`src/hw/rtl/kurtosis_frame_drop_decider_top_macros.svh`:
```
// Assertion macros used by the kurtosis frame drop decider output buffer.
// Depends on nothing; files that check their own logic include it.
`ifndef KURTOSIS_FRAME_DROP_DECIDER_TOP_MACROS_SVH
`define KURTOSIS_FRAME_DROP_DECIDER_TOP_MACROS_SVH
`ifndef SYNTHESIS
`define KFDD_ASSERT_IMPLY(name, clock, reset, a, b) \
  name: assert property (@(posedge clock) disable iff (reset) (a) |-> (b)) \
    else $error("kfdd assertion failed");
`define KFDD_ASSERT_NEXT(name, clock, reset, a, b) \
  name: assert property (@(posedge clock) disable iff (reset) (a) |=> (b)) \
    else $error("kfdd assertion failed");
`else
`define KFDD_ASSERT_IMPLY(name, clock, reset, a, b)
`define KFDD_ASSERT_NEXT(name, clock, reset, a, b)
`endif
`endif

```
`src/hw/rtl/kfdd_pkg.sv`:
```
// Types and constants of the kurtosis frame drop decider.
// Depends on nothing; every other RTL file but the assertion macro header uses it.
`timescale 1ns / 1ps
`default_nettype none
package kfdd_pkg;

  localparam int KURT_W      = 20;
  localparam int FACTOR_W    = 20;
  localparam int SIGMA_W     = 24;
  localparam int THRESH_W    = 24;
  localparam int LIMIT_W     = 11;
  localparam int CUT_COUNT_W = 2;
  localparam int CUT_SLOTS   = 3;
  localparam int CFG_IDX_W   = 3;
  localparam int CFG_DATA_W  = 24;

  // Unity in the Q4.16 kurtosis format.
  localparam logic [KURT_W-1:0] ONE_Q16 = 20'h10000;

  typedef enum logic [CFG_IDX_W-1:0] {
    REG_DROP_ENABLE = 3'd0,
    REG_CUT_COUNT   = 3'd1,
    REG_THRESHOLD_A = 3'd2,
    REG_THRESHOLD_B = 3'd3,
    REG_THRESHOLD_C = 3'd4,
    REG_LIMIT_A     = 3'd5,
    REG_LIMIT_B     = 3'd6,
    REG_LIMIT_C     = 3'd7
  } cfg_reg_t;

  typedef struct packed {
    logic                                drop_enable;
    logic [CUT_COUNT_W-1:0]              cut_count;
    logic [CUT_SLOTS-1:0][THRESH_W-1:0]  thresholds;
    logic [CUT_SLOTS-1:0][LIMIT_W-1:0]   limits;
  } cfg_t;

  typedef struct packed {
    logic [SIGMA_W-1:0] sigma;
    logic               last;
  } sigma_item_t;

  typedef struct packed {
    logic                 frame_pass;
    logic [CUT_SLOTS-1:0] failed_cuts;
  } result_t;

endpackage
`default_nettype wire

```
`src/hw/rtl/kfdd_in_if.sv`:
```
// Sample channel of the kurtosis frame drop decider: valid, ready, payload.
// Depends on kfdd_pkg for field widths.
`timescale 1ns / 1ps
`default_nettype none
interface kfdd_in_if;
  logic                          valid;
  logic                          ready;
  logic [kfdd_pkg::KURT_W-1:0]   kurtosis_value;
  logic [kfdd_pkg::FACTOR_W-1:0] sigma_factor;
  logic                          sub_frame_end;

  modport source(output valid, output kurtosis_value, output sigma_factor,
                 output sub_frame_end, input ready);
  modport sink(input valid, input kurtosis_value, input sigma_factor,
               input sub_frame_end, output ready);
endinterface
`default_nettype wire

```
`src/hw/rtl/kfdd_out_if.sv`:
```
// Decision channel of the kurtosis frame drop decider: valid, ready, payload.
// Depends on kfdd_pkg for field widths.
`timescale 1ns / 1ps
`default_nettype none
interface kfdd_out_if;
  logic                           valid;
  logic                           ready;
  logic                           frame_pass;
  logic [kfdd_pkg::CUT_SLOTS-1:0] failed_cuts;

  modport source(output valid, output frame_pass, output failed_cuts,
                 input ready);
  modport sink(input valid, input frame_pass, input failed_cuts,
               output ready);
endinterface
`default_nettype wire

```
`src/hw/rtl/kfdd_sigma_stage.sv`:
```
// Input register and sigma multiplier stage of the frame drop decider.
// Depends on kfdd_pkg.
`timescale 1ns / 1ps
`default_nettype none
module kfdd_sigma_stage (
  input  wire logic                          clk,
  input  wire logic                          rst,
  input  wire logic                          en,
  input  wire logic                          in_valid,
  input  wire logic [kfdd_pkg::KURT_W-1:0]   kurtosis_value,
  input  wire logic [kfdd_pkg::FACTOR_W-1:0] sigma_factor,
  input  wire logic                          sub_frame_end,
  output logic                               item_valid,
  output kfdd_pkg::sigma_item_t              item
);

  localparam int PROD_W = kfdd_pkg::KURT_W + kfdd_pkg::FACTOR_W;

  logic                          in_reg_valid;
  logic [kfdd_pkg::KURT_W-1:0]   sk;
  logic [kfdd_pkg::FACTOR_W-1:0] factor;
  logic                          last;
  logic [kfdd_pkg::KURT_W-1:0]   deviation;
  logic [PROD_W-1:0]             product;

  always_ff @(posedge clk) begin
    if (rst) begin
      in_reg_valid <= 1'b0;
      item_valid   <= 1'b0;
    end else if (en) begin
      in_reg_valid <= in_valid;
      item_valid   <= in_reg_valid;
    end
  end

  always_ff @(posedge clk) begin
    if (en) begin
      sk         <= kurtosis_value;
      factor     <= sigma_factor;
      last       <= sub_frame_end;
      item.sigma <= product[PROD_W-1:16];
      item.last  <= last;
    end
  end

  // |sk - 1| fits in 20 bits either way; the Q16.24 product drops 16 bits.
  always_comb begin
    if (sk >= kfdd_pkg::ONE_Q16) begin
      deviation = sk - kfdd_pkg::ONE_Q16;
    end else begin
      deviation = kfdd_pkg::ONE_Q16 - sk;
    end
    product = PROD_W'(deviation) * PROD_W'(factor);
  end

endmodule
`default_nettype wire

```
`src/hw/rtl/kfdd_cut_counter.sv`:
```
// Per-cut exceed counters and the end-of-sub-frame decision.
// Depends on kfdd_pkg.
`timescale 1ns / 1ps
`default_nettype none
module kfdd_cut_counter #(
  parameter int MAX_CUTS    = 3,
  parameter int SAMPLES_MAX = 1024
) (
  input  wire logic                  clk,
  input  wire logic                  rst,
  input  wire logic                  en,
  input  wire logic                  item_valid,
  input  wire kfdd_pkg::sigma_item_t item,
  input  wire kfdd_pkg::cfg_t        cfg,
  output logic                       res_valid,
  output kfdd_pkg::result_t          res
);

  localparam int CNT_W = $clog2(SAMPLES_MAX + 1);
  localparam int CMP_W = (CNT_W > kfdd_pkg::LIMIT_W) ? CNT_W : kfdd_pkg::LIMIT_W;
  localparam logic [CNT_W-1:0] CNT_SAT = CNT_W'(SAMPLES_MAX);
  localparam logic [kfdd_pkg::CUT_COUNT_W-1:0] CUTS_BUILT =
    kfdd_pkg::CUT_COUNT_W'(MAX_CUTS);

  logic [CNT_W-1:0]                  counts      [MAX_CUTS];
  logic [CNT_W-1:0]                  counts_next [MAX_CUTS];
  logic [kfdd_pkg::CUT_COUNT_W-1:0]  active_n;
  logic [MAX_CUTS-1:0]               active;
  logic [MAX_CUTS-1:0]               bump;
  logic [MAX_CUTS-1:0]               failed;
  logic                              step;

  assign step = en && item_valid;

  always_comb begin
    active_n = (cfg.cut_count > CUTS_BUILT) ? CUTS_BUILT : cfg.cut_count;
    for (int k = 0; k < MAX_CUTS; k++) begin
      active[k] = kfdd_pkg::CUT_COUNT_W'(k) < active_n;
      // Counters saturate at the sample limit.
      bump[k]   = active[k] && (item.sigma > cfg.thresholds[k]) &&
                  (counts[k] != CNT_SAT);
      counts_next[k] = counts[k] + CNT_W'(bump[k]);
      failed[k] = active[k] &&
                  (CMP_W'(counts_next[k]) > CMP_W'(cfg.limits[k]));
    end
  end

  assign res_valid       = step && item.last;
  assign res.failed_cuts = kfdd_pkg::CUT_SLOTS'(failed);
  assign res.frame_pass  = (failed == '0) || !cfg.drop_enable;

  always_ff @(posedge clk) begin
    if (rst) begin
      for (int k = 0; k < MAX_CUTS; k++) begin
        counts[k] <= '0;
      end
    end else if (step) begin
      for (int k = 0; k < MAX_CUTS; k++) begin
        counts[k] <= item.last ? '0 : counts_next[k];
      end
    end
  end

endmodule
`default_nettype wire

```
`src/hw/rtl/kfdd_out_buffer.sv`:
```
// Two-entry output register with skid slot for decision words.
// Depends on kfdd_pkg and the assertion macro header.
`timescale 1ns / 1ps
`default_nettype none
`include "kurtosis_frame_drop_decider_top_macros.svh"
module kfdd_out_buffer (
  input  wire logic              clk,
  input  wire logic              rst,
  input  wire logic              push,
  input  wire kfdd_pkg::result_t push_data,
  input  wire logic              out_ready,
  output logic                   out_valid,
  output kfdd_pkg::result_t      out_data,
  output logic                   skid_valid
);

  kfdd_pkg::result_t skid_data;

  always_ff @(posedge clk) begin
    if (rst) begin
      out_valid  <= 1'b0;
      skid_valid <= 1'b0;
    end else if (out_valid && out_ready) begin
      if (skid_valid) begin
        skid_valid <= 1'b0;
      end else if (!push) begin
        out_valid <= 1'b0;
      end
    end else if (!out_valid) begin
      out_valid <= push;
    end else if (push) begin
      skid_valid <= 1'b1;
    end
  end

  always_ff @(posedge clk) begin
    if (out_valid && out_ready) begin
      if (skid_valid) begin
        out_data <= skid_data;
      end else if (push) begin
        out_data <= push_data;
      end
    end else if (!out_valid) begin
      if (push) begin
        out_data <= push_data;
      end
    end else if (push) begin
      skid_data <= push_data;
    end
  end

  `KFDD_ASSERT_IMPLY(a_skid_behind_out, clk, rst, skid_valid, out_valid)
  `KFDD_ASSERT_IMPLY(a_no_push_when_full, clk, rst, push, !skid_valid)
  `KFDD_ASSERT_NEXT(a_skid_drains, clk, rst, skid_valid && out_ready, !skid_valid)

endmodule
`default_nettype wire

```
`src/hw/rtl/kurtosis_frame_drop_decider_top.sv`:
```
// Top level of the spectral kurtosis sub-frame drop decider.
// Depends on kfdd_pkg, kfdd_in_if, kfdd_out_if and the kfdd_* submodules.
//
// Usage: kurtosis samples enter on the samples channel, one word per sample,
// each carrying the sigma scale and a flag marking the last sample of a
// sub-frame. For every sample the block forms |scale * (sk - 1)| and counts,
// per active cut, the samples above that cut's threshold. The last sample of
// a sub-frame produces one word on the decisions channel: the failed cuts
// and whether the sub-frame is forwarded; the counters then clear.
// Throughput is one sample per cycle while the output buffer has a free slot.
// A sample loads the input register, then the multiplier register; a closing
// sample's decision, formed by the counter update, then loads the output
// register. The output has a two-word buffer, so samples keep flowing while
// a decision waits; ready on the samples channel drops only once a second
// decision is held behind a stalled receiver, and the whole pipeline then
// holds. Reset (synchronous, active high) clears the configuration registers,
// counters and the pipeline valid bits. Configuration is written through
// cfg_we, cfg_index and cfg_data, one register per cycle; the user must write
// it only while the block is idle, which the block itself does not enforce.
`timescale 1ns / 1ps
`default_nettype none
module kurtosis_frame_drop_decider_top #(
  parameter int MAX_CUTS    = 3,
  parameter int SAMPLES_MAX = 1024
) (
  input  wire logic                            clk,
  input  wire logic                            rst,
  kfdd_in_if.sink                              samples,
  kfdd_out_if.source                           decisions,
  input  wire logic                            cfg_we,
  input  wire logic [kfdd_pkg::CFG_IDX_W-1:0]  cfg_index,
  input  wire logic [kfdd_pkg::CFG_DATA_W-1:0] cfg_data
);

  kfdd_pkg::cfg_t        cfg;
  kfdd_pkg::sigma_item_t item;
  kfdd_pkg::result_t     res;
  kfdd_pkg::result_t     out_data;
  logic                  item_valid;
  logic                  res_valid;
  logic                  skid_valid;
  logic                  en;

  // The pipeline moves whenever the output buffer has a free slot.
  assign en            = !skid_valid;
  assign samples.ready = en;

  // Configuration registers; every index of the port names a register.
  always_ff @(posedge clk) begin
    if (rst) begin
      cfg <= '0;
    end else if (cfg_we) begin
      unique case (kfdd_pkg::cfg_reg_t'(cfg_index))
        kfdd_pkg::REG_DROP_ENABLE: cfg.drop_enable   <= cfg_data[0];
        kfdd_pkg::REG_CUT_COUNT:   cfg.cut_count     <= cfg_data[kfdd_pkg::CUT_COUNT_W-1:0];
        kfdd_pkg::REG_THRESHOLD_A: cfg.thresholds[0] <= cfg_data[kfdd_pkg::THRESH_W-1:0];
        kfdd_pkg::REG_THRESHOLD_B: cfg.thresholds[1] <= cfg_data[kfdd_pkg::THRESH_W-1:0];
        kfdd_pkg::REG_THRESHOLD_C: cfg.thresholds[2] <= cfg_data[kfdd_pkg::THRESH_W-1:0];
        kfdd_pkg::REG_LIMIT_A:     cfg.limits[0]     <= cfg_data[kfdd_pkg::LIMIT_W-1:0];
        kfdd_pkg::REG_LIMIT_B:     cfg.limits[1]     <= cfg_data[kfdd_pkg::LIMIT_W-1:0];
        kfdd_pkg::REG_LIMIT_C:     cfg.limits[2]     <= cfg_data[kfdd_pkg::LIMIT_W-1:0];
      endcase
    end
  end

  kfdd_sigma_stage u_sigma (
    .clk            (clk),
    .rst            (rst),
    .en             (en),
    .in_valid       (samples.valid),
    .kurtosis_value (samples.kurtosis_value),
    .sigma_factor   (samples.sigma_factor),
    .sub_frame_end  (samples.sub_frame_end),
    .item_valid     (item_valid),
    .item           (item)
  );

  kfdd_cut_counter #(
    .MAX_CUTS    (MAX_CUTS),
    .SAMPLES_MAX (SAMPLES_MAX)
  ) u_counter (
    .clk        (clk),
    .rst        (rst),
    .en         (en),
    .item_valid (item_valid),
    .item       (item),
    .cfg        (cfg),
    .res_valid  (res_valid),
    .res        (res)
  );

  kfdd_out_buffer u_out (
    .clk        (clk),
    .rst        (rst),
    .push       (res_valid),
    .push_data  (res),
    .out_ready  (decisions.ready),
    .out_valid  (decisions.valid),
    .out_data   (out_data),
    .skid_valid (skid_valid)
  );

  assign decisions.frame_pass  = out_data.frame_pass;
  assign decisions.failed_cuts = out_data.failed_cuts;

endmodule
`default_nettype wire
```
`src/flat_wrapper.sv`:
```
// flat-port wrapper written by rule: the top's interface ports become plain ports
module kurtosis_frame_drop_decider_top_flat 
#(
  parameter int MAX_CUTS    = 3,
  parameter int SAMPLES_MAX = 1024
)
  (clk, rst, cfg_we, cfg_index, cfg_data, samples_valid, samples_kurtosis_value, samples_sigma_factor, samples_sub_frame_end, samples_ready, decisions_valid, decisions_frame_pass, decisions_failed_cuts, decisions_ready);
  kfdd_in_if samples_i ();
  kfdd_out_if decisions_i ();
  input  wire logic clk;
  input  wire logic rst;
  input  wire logic cfg_we;
  input  wire logic [kfdd_pkg::CFG_IDX_W-1:0] cfg_index;
  input  wire logic [kfdd_pkg::CFG_DATA_W-1:0] cfg_data;
  input wire logic [$bits(samples_i.valid)-1:0] samples_valid;
  input wire logic [$bits(samples_i.kurtosis_value)-1:0] samples_kurtosis_value;
  input wire logic [$bits(samples_i.sigma_factor)-1:0] samples_sigma_factor;
  input wire logic [$bits(samples_i.sub_frame_end)-1:0] samples_sub_frame_end;
  output wire logic [$bits(samples_i.ready)-1:0] samples_ready;
  output wire logic [$bits(decisions_i.valid)-1:0] decisions_valid;
  output wire logic [$bits(decisions_i.frame_pass)-1:0] decisions_frame_pass;
  output wire logic [$bits(decisions_i.failed_cuts)-1:0] decisions_failed_cuts;
  input wire logic [$bits(decisions_i.ready)-1:0] decisions_ready;
  assign samples_i.valid = samples_valid;
  assign samples_i.kurtosis_value = samples_kurtosis_value;
  assign samples_i.sigma_factor = samples_sigma_factor;
  assign samples_i.sub_frame_end = samples_sub_frame_end;
  assign samples_ready = samples_i.ready;
  assign decisions_valid = decisions_i.valid;
  assign decisions_frame_pass = decisions_i.frame_pass;
  assign decisions_failed_cuts = decisions_i.failed_cuts;
  assign decisions_i.ready = decisions_ready;
  kurtosis_frame_drop_decider_top #(.MAX_CUTS(MAX_CUTS), .SAMPLES_MAX(SAMPLES_MAX)) u_core (.clk(clk), .rst(rst), .samples(samples_i), .decisions(decisions_i), .cfg_we(cfg_we), .cfg_index(cfg_index), .cfg_data(cfg_data));
endmodule
```
`config.mk`:
```
export PLATFORM = sky130hd
export DESIGN_NAME = kurtosis_frame_drop_decider_top_flat
export DESIGN_NICKNAME = d
export VERILOG_FILES = /design/src/hw/rtl/kfdd_pkg.sv /design/src/hw/rtl/kfdd_in_if.sv /design/src/hw/rtl/kfdd_out_if.sv /design/src/hw/rtl/kfdd_sigma_stage.sv /design/src/hw/rtl/kfdd_cut_counter.sv /design/src/hw/rtl/kfdd_out_buffer.sv /design/src/hw/rtl/kurtosis_frame_drop_decider_top.sv /design/src/flat_wrapper.sv
export VERILOG_INCLUDE_DIRS = /design/src /design/src/hw/rtl
export SDC_FILE = /design/constraint.sdc
export NUM_CORES = 1
export LEC_CHECK = 0
export BUFFER_PORTS_ARGS = -buffer_cell sky130_fd_sc_hd__buf_2
export CORE_MARGIN = 10
export CORE_UTILIZATION = 59
export CTS_BUF_LIST = sky130_fd_sc_hd__clkbuf_8
export CTS_CLUSTER_DIAMETER = 80
export DETAILED_ROUTE_END_ITERATION = 6
export PLACE_DENSITY_LB_ADDON = 0.2
export SLEW_MARGIN = 20
export SYNTH_ARGS = -nofsm -noshare
export SYNTH_HDL_FRONTEND = slang
export SYNTH_SLANG_ARGS = --single-unit
```
`constraint.sdc`:
```
create_clock -name clk -period 17.9 [get_ports clk]
set_input_delay 5.37 -clock clk [delete_from_list [all_inputs] [get_ports clk]]
set_output_delay 5.37 -clock clk [all_outputs]
set_load 0.05 [all_outputs]
```
==> results_dict.tcl <==
set metrics [dict create \
    skew_ns 0.0305 \
    gp_congestion 0.903 \
    die_x_um 223 \
    wl_per_cell_um 18.1 \
    critical-path-slowest-cell "edfxtp_1" \
    ys.flop_type "dfxtp_1" \
    syn_inst 2664 \
    synth_fp_nets 3319 \
    synth-simple-area-share 0.181 \
    status "finished, violations left" \
    cp-end-kind "flip-flop" \
    areaGrowthSynthToFinish_pct 6.71 \
    yosysSeqAreaShare 0.225 \
    path_buf_inv 7 \
    cts_tree "done" \
    cts-buffers-inserted 42 \
    synth_mux_area_frac 0.00212 \
    cts_htree_levels 2 \
    hold_viol 0 \
    n_fill_cell 3373 \
    syn-mean-instance-area_um2 9.09 \
    finalSetupTns_ns 0 \
    yosysUniqueCellTypes 61 \
    grt.total_usage 0.238 \
    worst_slew_pin_slew_ns 1.06 \
    vias_per_cell 5.52 \
    io_pins 79 \
    setup_viol 0 \
    first_pass_iters 7 \
    drc_errors 2 \
    drt_iter0_drc 1122 \
    synth.cell_area_mm2 0.0242 \
    fin_crit_ns 9.94 \
    antenna_found_initial 2 \
    dr_total_vias 17900 \
    drt.antenna.violating_nets 0 \
    maxCapViolations 0 \
    critPathLaunchType "flip-flop" \
    synth-xor-area-share 0.0257 \
    final_common_cell "inv_1" \
    cts_setup_buffers 0 \
    drive_gt1_frac 0.0636 \
    violations "DRC" \
    cp_max_fo 22 \
    place_ws_ns 8.08 \
    cts.repair.resized 0 \
    rows 74 \
    grt_pass1_vias 18800 \
    core_mm2 0.0407 \
    synth_compound_area_frac 0.0761 \
    routed_wl_mm 58.8 \
    grt_overflow 0 \
    crit_required_ns 18.31 \
    cts_root_buf "clkbuf_8" \
    synth_top_family_by_area "adder cells" \
    clkSinkCount 219 \
    grt_first_pass_wirelength_mm 96.0 \
    cp_slowest_stage_delay_ns 0.89 \
    critPathKind "reg -> reg" \
    drv_slew 0 \
    synth_fa_ha_area_frac 0.400 \
    clkTransAtPathRegs_ns 0.06 \
    die_y_um 223 \
    start_util 0.594 \
    rsz0062_at_grt "false" \
    clk_latency_ns 0.61 \
    hold_path_class "reg -> reg" \
    cts_hold_buf 0 \
    grt_max_degree 70 \
    clockBufferDepth 3 \
    nets 3342 \
    worst-endpoint-arrival_ns 10.35 \
    yosysWarnings 0 \
    critical_path.top_delay_family "adder cells" \
    finalCritPeriodShare 0.556 \
    layout_setup_ws_ns 7.96 \
    final_cell_mix "475 x inv_1, 424 x nand2_1, 319 x fa_1, 263 x ha_1, 256 x and2_1" \
    synth-seq-cells 219 \
    fmaxAchievable_mhz 101 \
    relSlewSlack 0.289 \
    async_flop_share 0 \
    dp_hpwl_mm 46.0 \
    synth-edff-count 107 \
    portBuffers 78 \
    die-area_mm2 0.0495 \
]
[layer usage]
layer  track usage  vias up  wire length [um]
met5             0        -                13
met4        0.0870        2              1960
met3        0.0370      123              3240
met2         0.412      494             29300
met1         0.295     8878             24300
li1              -     8447                 -
[metrics by stage]
step                      hold slack, ns  area (um^2)  std cells   util
after global routing               0.423        25800       3251  0.634
after global placement             0.403        25000       3175  0.614
after floorplan                    0.400        24200       2664      -
after CTS                          0.420        25800       3250  0.634
after detailed placement           0.405        25000       3175  0.614
final                              0.420        25800       3251  0.634
[cell usage after synthesis, types with 2 or more instances]
| cell | count | area share |
|---|---|---|
| nor2b_1 | 23 | 0.0059 |
| o2111ai_1 | 2 | 0.00072 |
| nand4_1 | 35 | 0.0090 |
| mux2i_1 | 4 | 0.0017 |
| o21a_1 | 19 | 0.0059 |
| a31oi_1 | 5 | 0.0013 |
| nor2_1 | 59 | 0.0091 |
| o21ai_1 | 3 | 0.00062 |
| a21oi_1 | 174 | 0.036 |
| o41ai_1 | 2 | 0.00072 |
| dfxtp_1 | 112 | 0.093 |
| and2_1 | 256 | 0.066 |
| nand2b_1 | 13 | 0.0034 |
| or2_2 | 2 | 0.00052 |
| edfxtp_1 | 107 | 0.13 |
| o21ai_0 | 37 | 0.0076 |
| o211ai_1 | 3 | 0.00093 |
| o221ai_1 | 2 | 0.00072 |
| nor3_1 | 15 | 0.0031 |
| xor2_1 | 21 | 0.0076 |
| a211oi_1 | 7 | 0.0022 |
| fa_1 | 319 | 0.26 |
| nand3_1 | 35 | 0.0072 |
| nand2_1 | 424 | 0.066 |
| a21o_1 | 26 | 0.0081 |
| clkbuf_1 | 123 | 0.019 |
| inv_1 | 455 | 0.071 |
| o21bai_1 | 5 | 0.0016 |
| or4_1 | 4 | 0.0012 |
| o31ai_1 | 9 | 0.0028 |
| buf_2 | 2 | 0.00041 |
| nor3b_1 | 3 | 0.00093 |
| and3_1 | 6 | 0.0016 |
| a2111oi_0 | 2 | 0.00072 |
| xnor2_1 | 50 | 0.018 |
| or3_1 | 3 | 0.00078 |
| nor4_1 | 11 | 0.0028 |
| ha_1 | 263 | 0.14 |
[path summary, 6_finish.rpt]
path / start / endpoint / slack, ns / cells after the start
worst max-delay path: u_core.u_sigma.sk[0] / u_core.u_sigma.item[22] / 7.96 / 29
worst min-delay path: u_core.u_sigma.last / u_core.u_sigma.item[0] / 0.42 / 0
worst max register to register: u_core.u_sigma.sk[0] / u_core.u_sigma.item[22] / 7.96 / 29
worst min register to register: u_core.u_sigma.last / u_core.u_sigma.item[0] / 0.42 / 0
[logic make-up after synthesis]
group / Yosys count
AO/OA/AOI/OAI: 310
XOR/XNOR: 71
adder cells (fa/ha/maj): 582
buffers and inverters: 580
flip-flops: 219
multiplexers: 5
AND/OR/NAND/NOR: 897
[registers in the layout, indices dropped and copies added (netlist names)]
signal / flops
u_core.u_sigma.in_reg_valid: 1
u_core.u_sigma.item_valid: 1
u_core.u_sigma.sk: 20
u_core.u_counter.counts: 33
u_core.u_out.out_valid: 1
u_core.u_out.skid_data: 4
u_core.u_out.skid_valid: 1
u_core.u_out.out_data: 4
u_core.u_sigma.factor: 20
u_core.u_sigma.item: 25
u_core.u_sigma.last: 1
u_core.cfg: 108
[final cells by class]
| type | instances | area [um^2] | share of cell area |
|---|---|---|---|
| sequential | 219 | 5460 | 0.211 |
| timing repair buffer | 104 | 588 | 0.0228 |
| inverter | 455 | 1710 | 0.0662 |
| tap | 532 | 666 | 0.0258 |
| multi-input combinational | 1865 | 16600 | 0.643 |
| antenna | 1 | 2.50 | 0.0000969 |
| clock buffer | 45 | 619 | 0.0240 |
| clock inverter | 30 | 194 | 0.00751 |
Power is not shown: default switching activity piles up to over one toggle a cycle in this logic, so the estimate is an artifact.
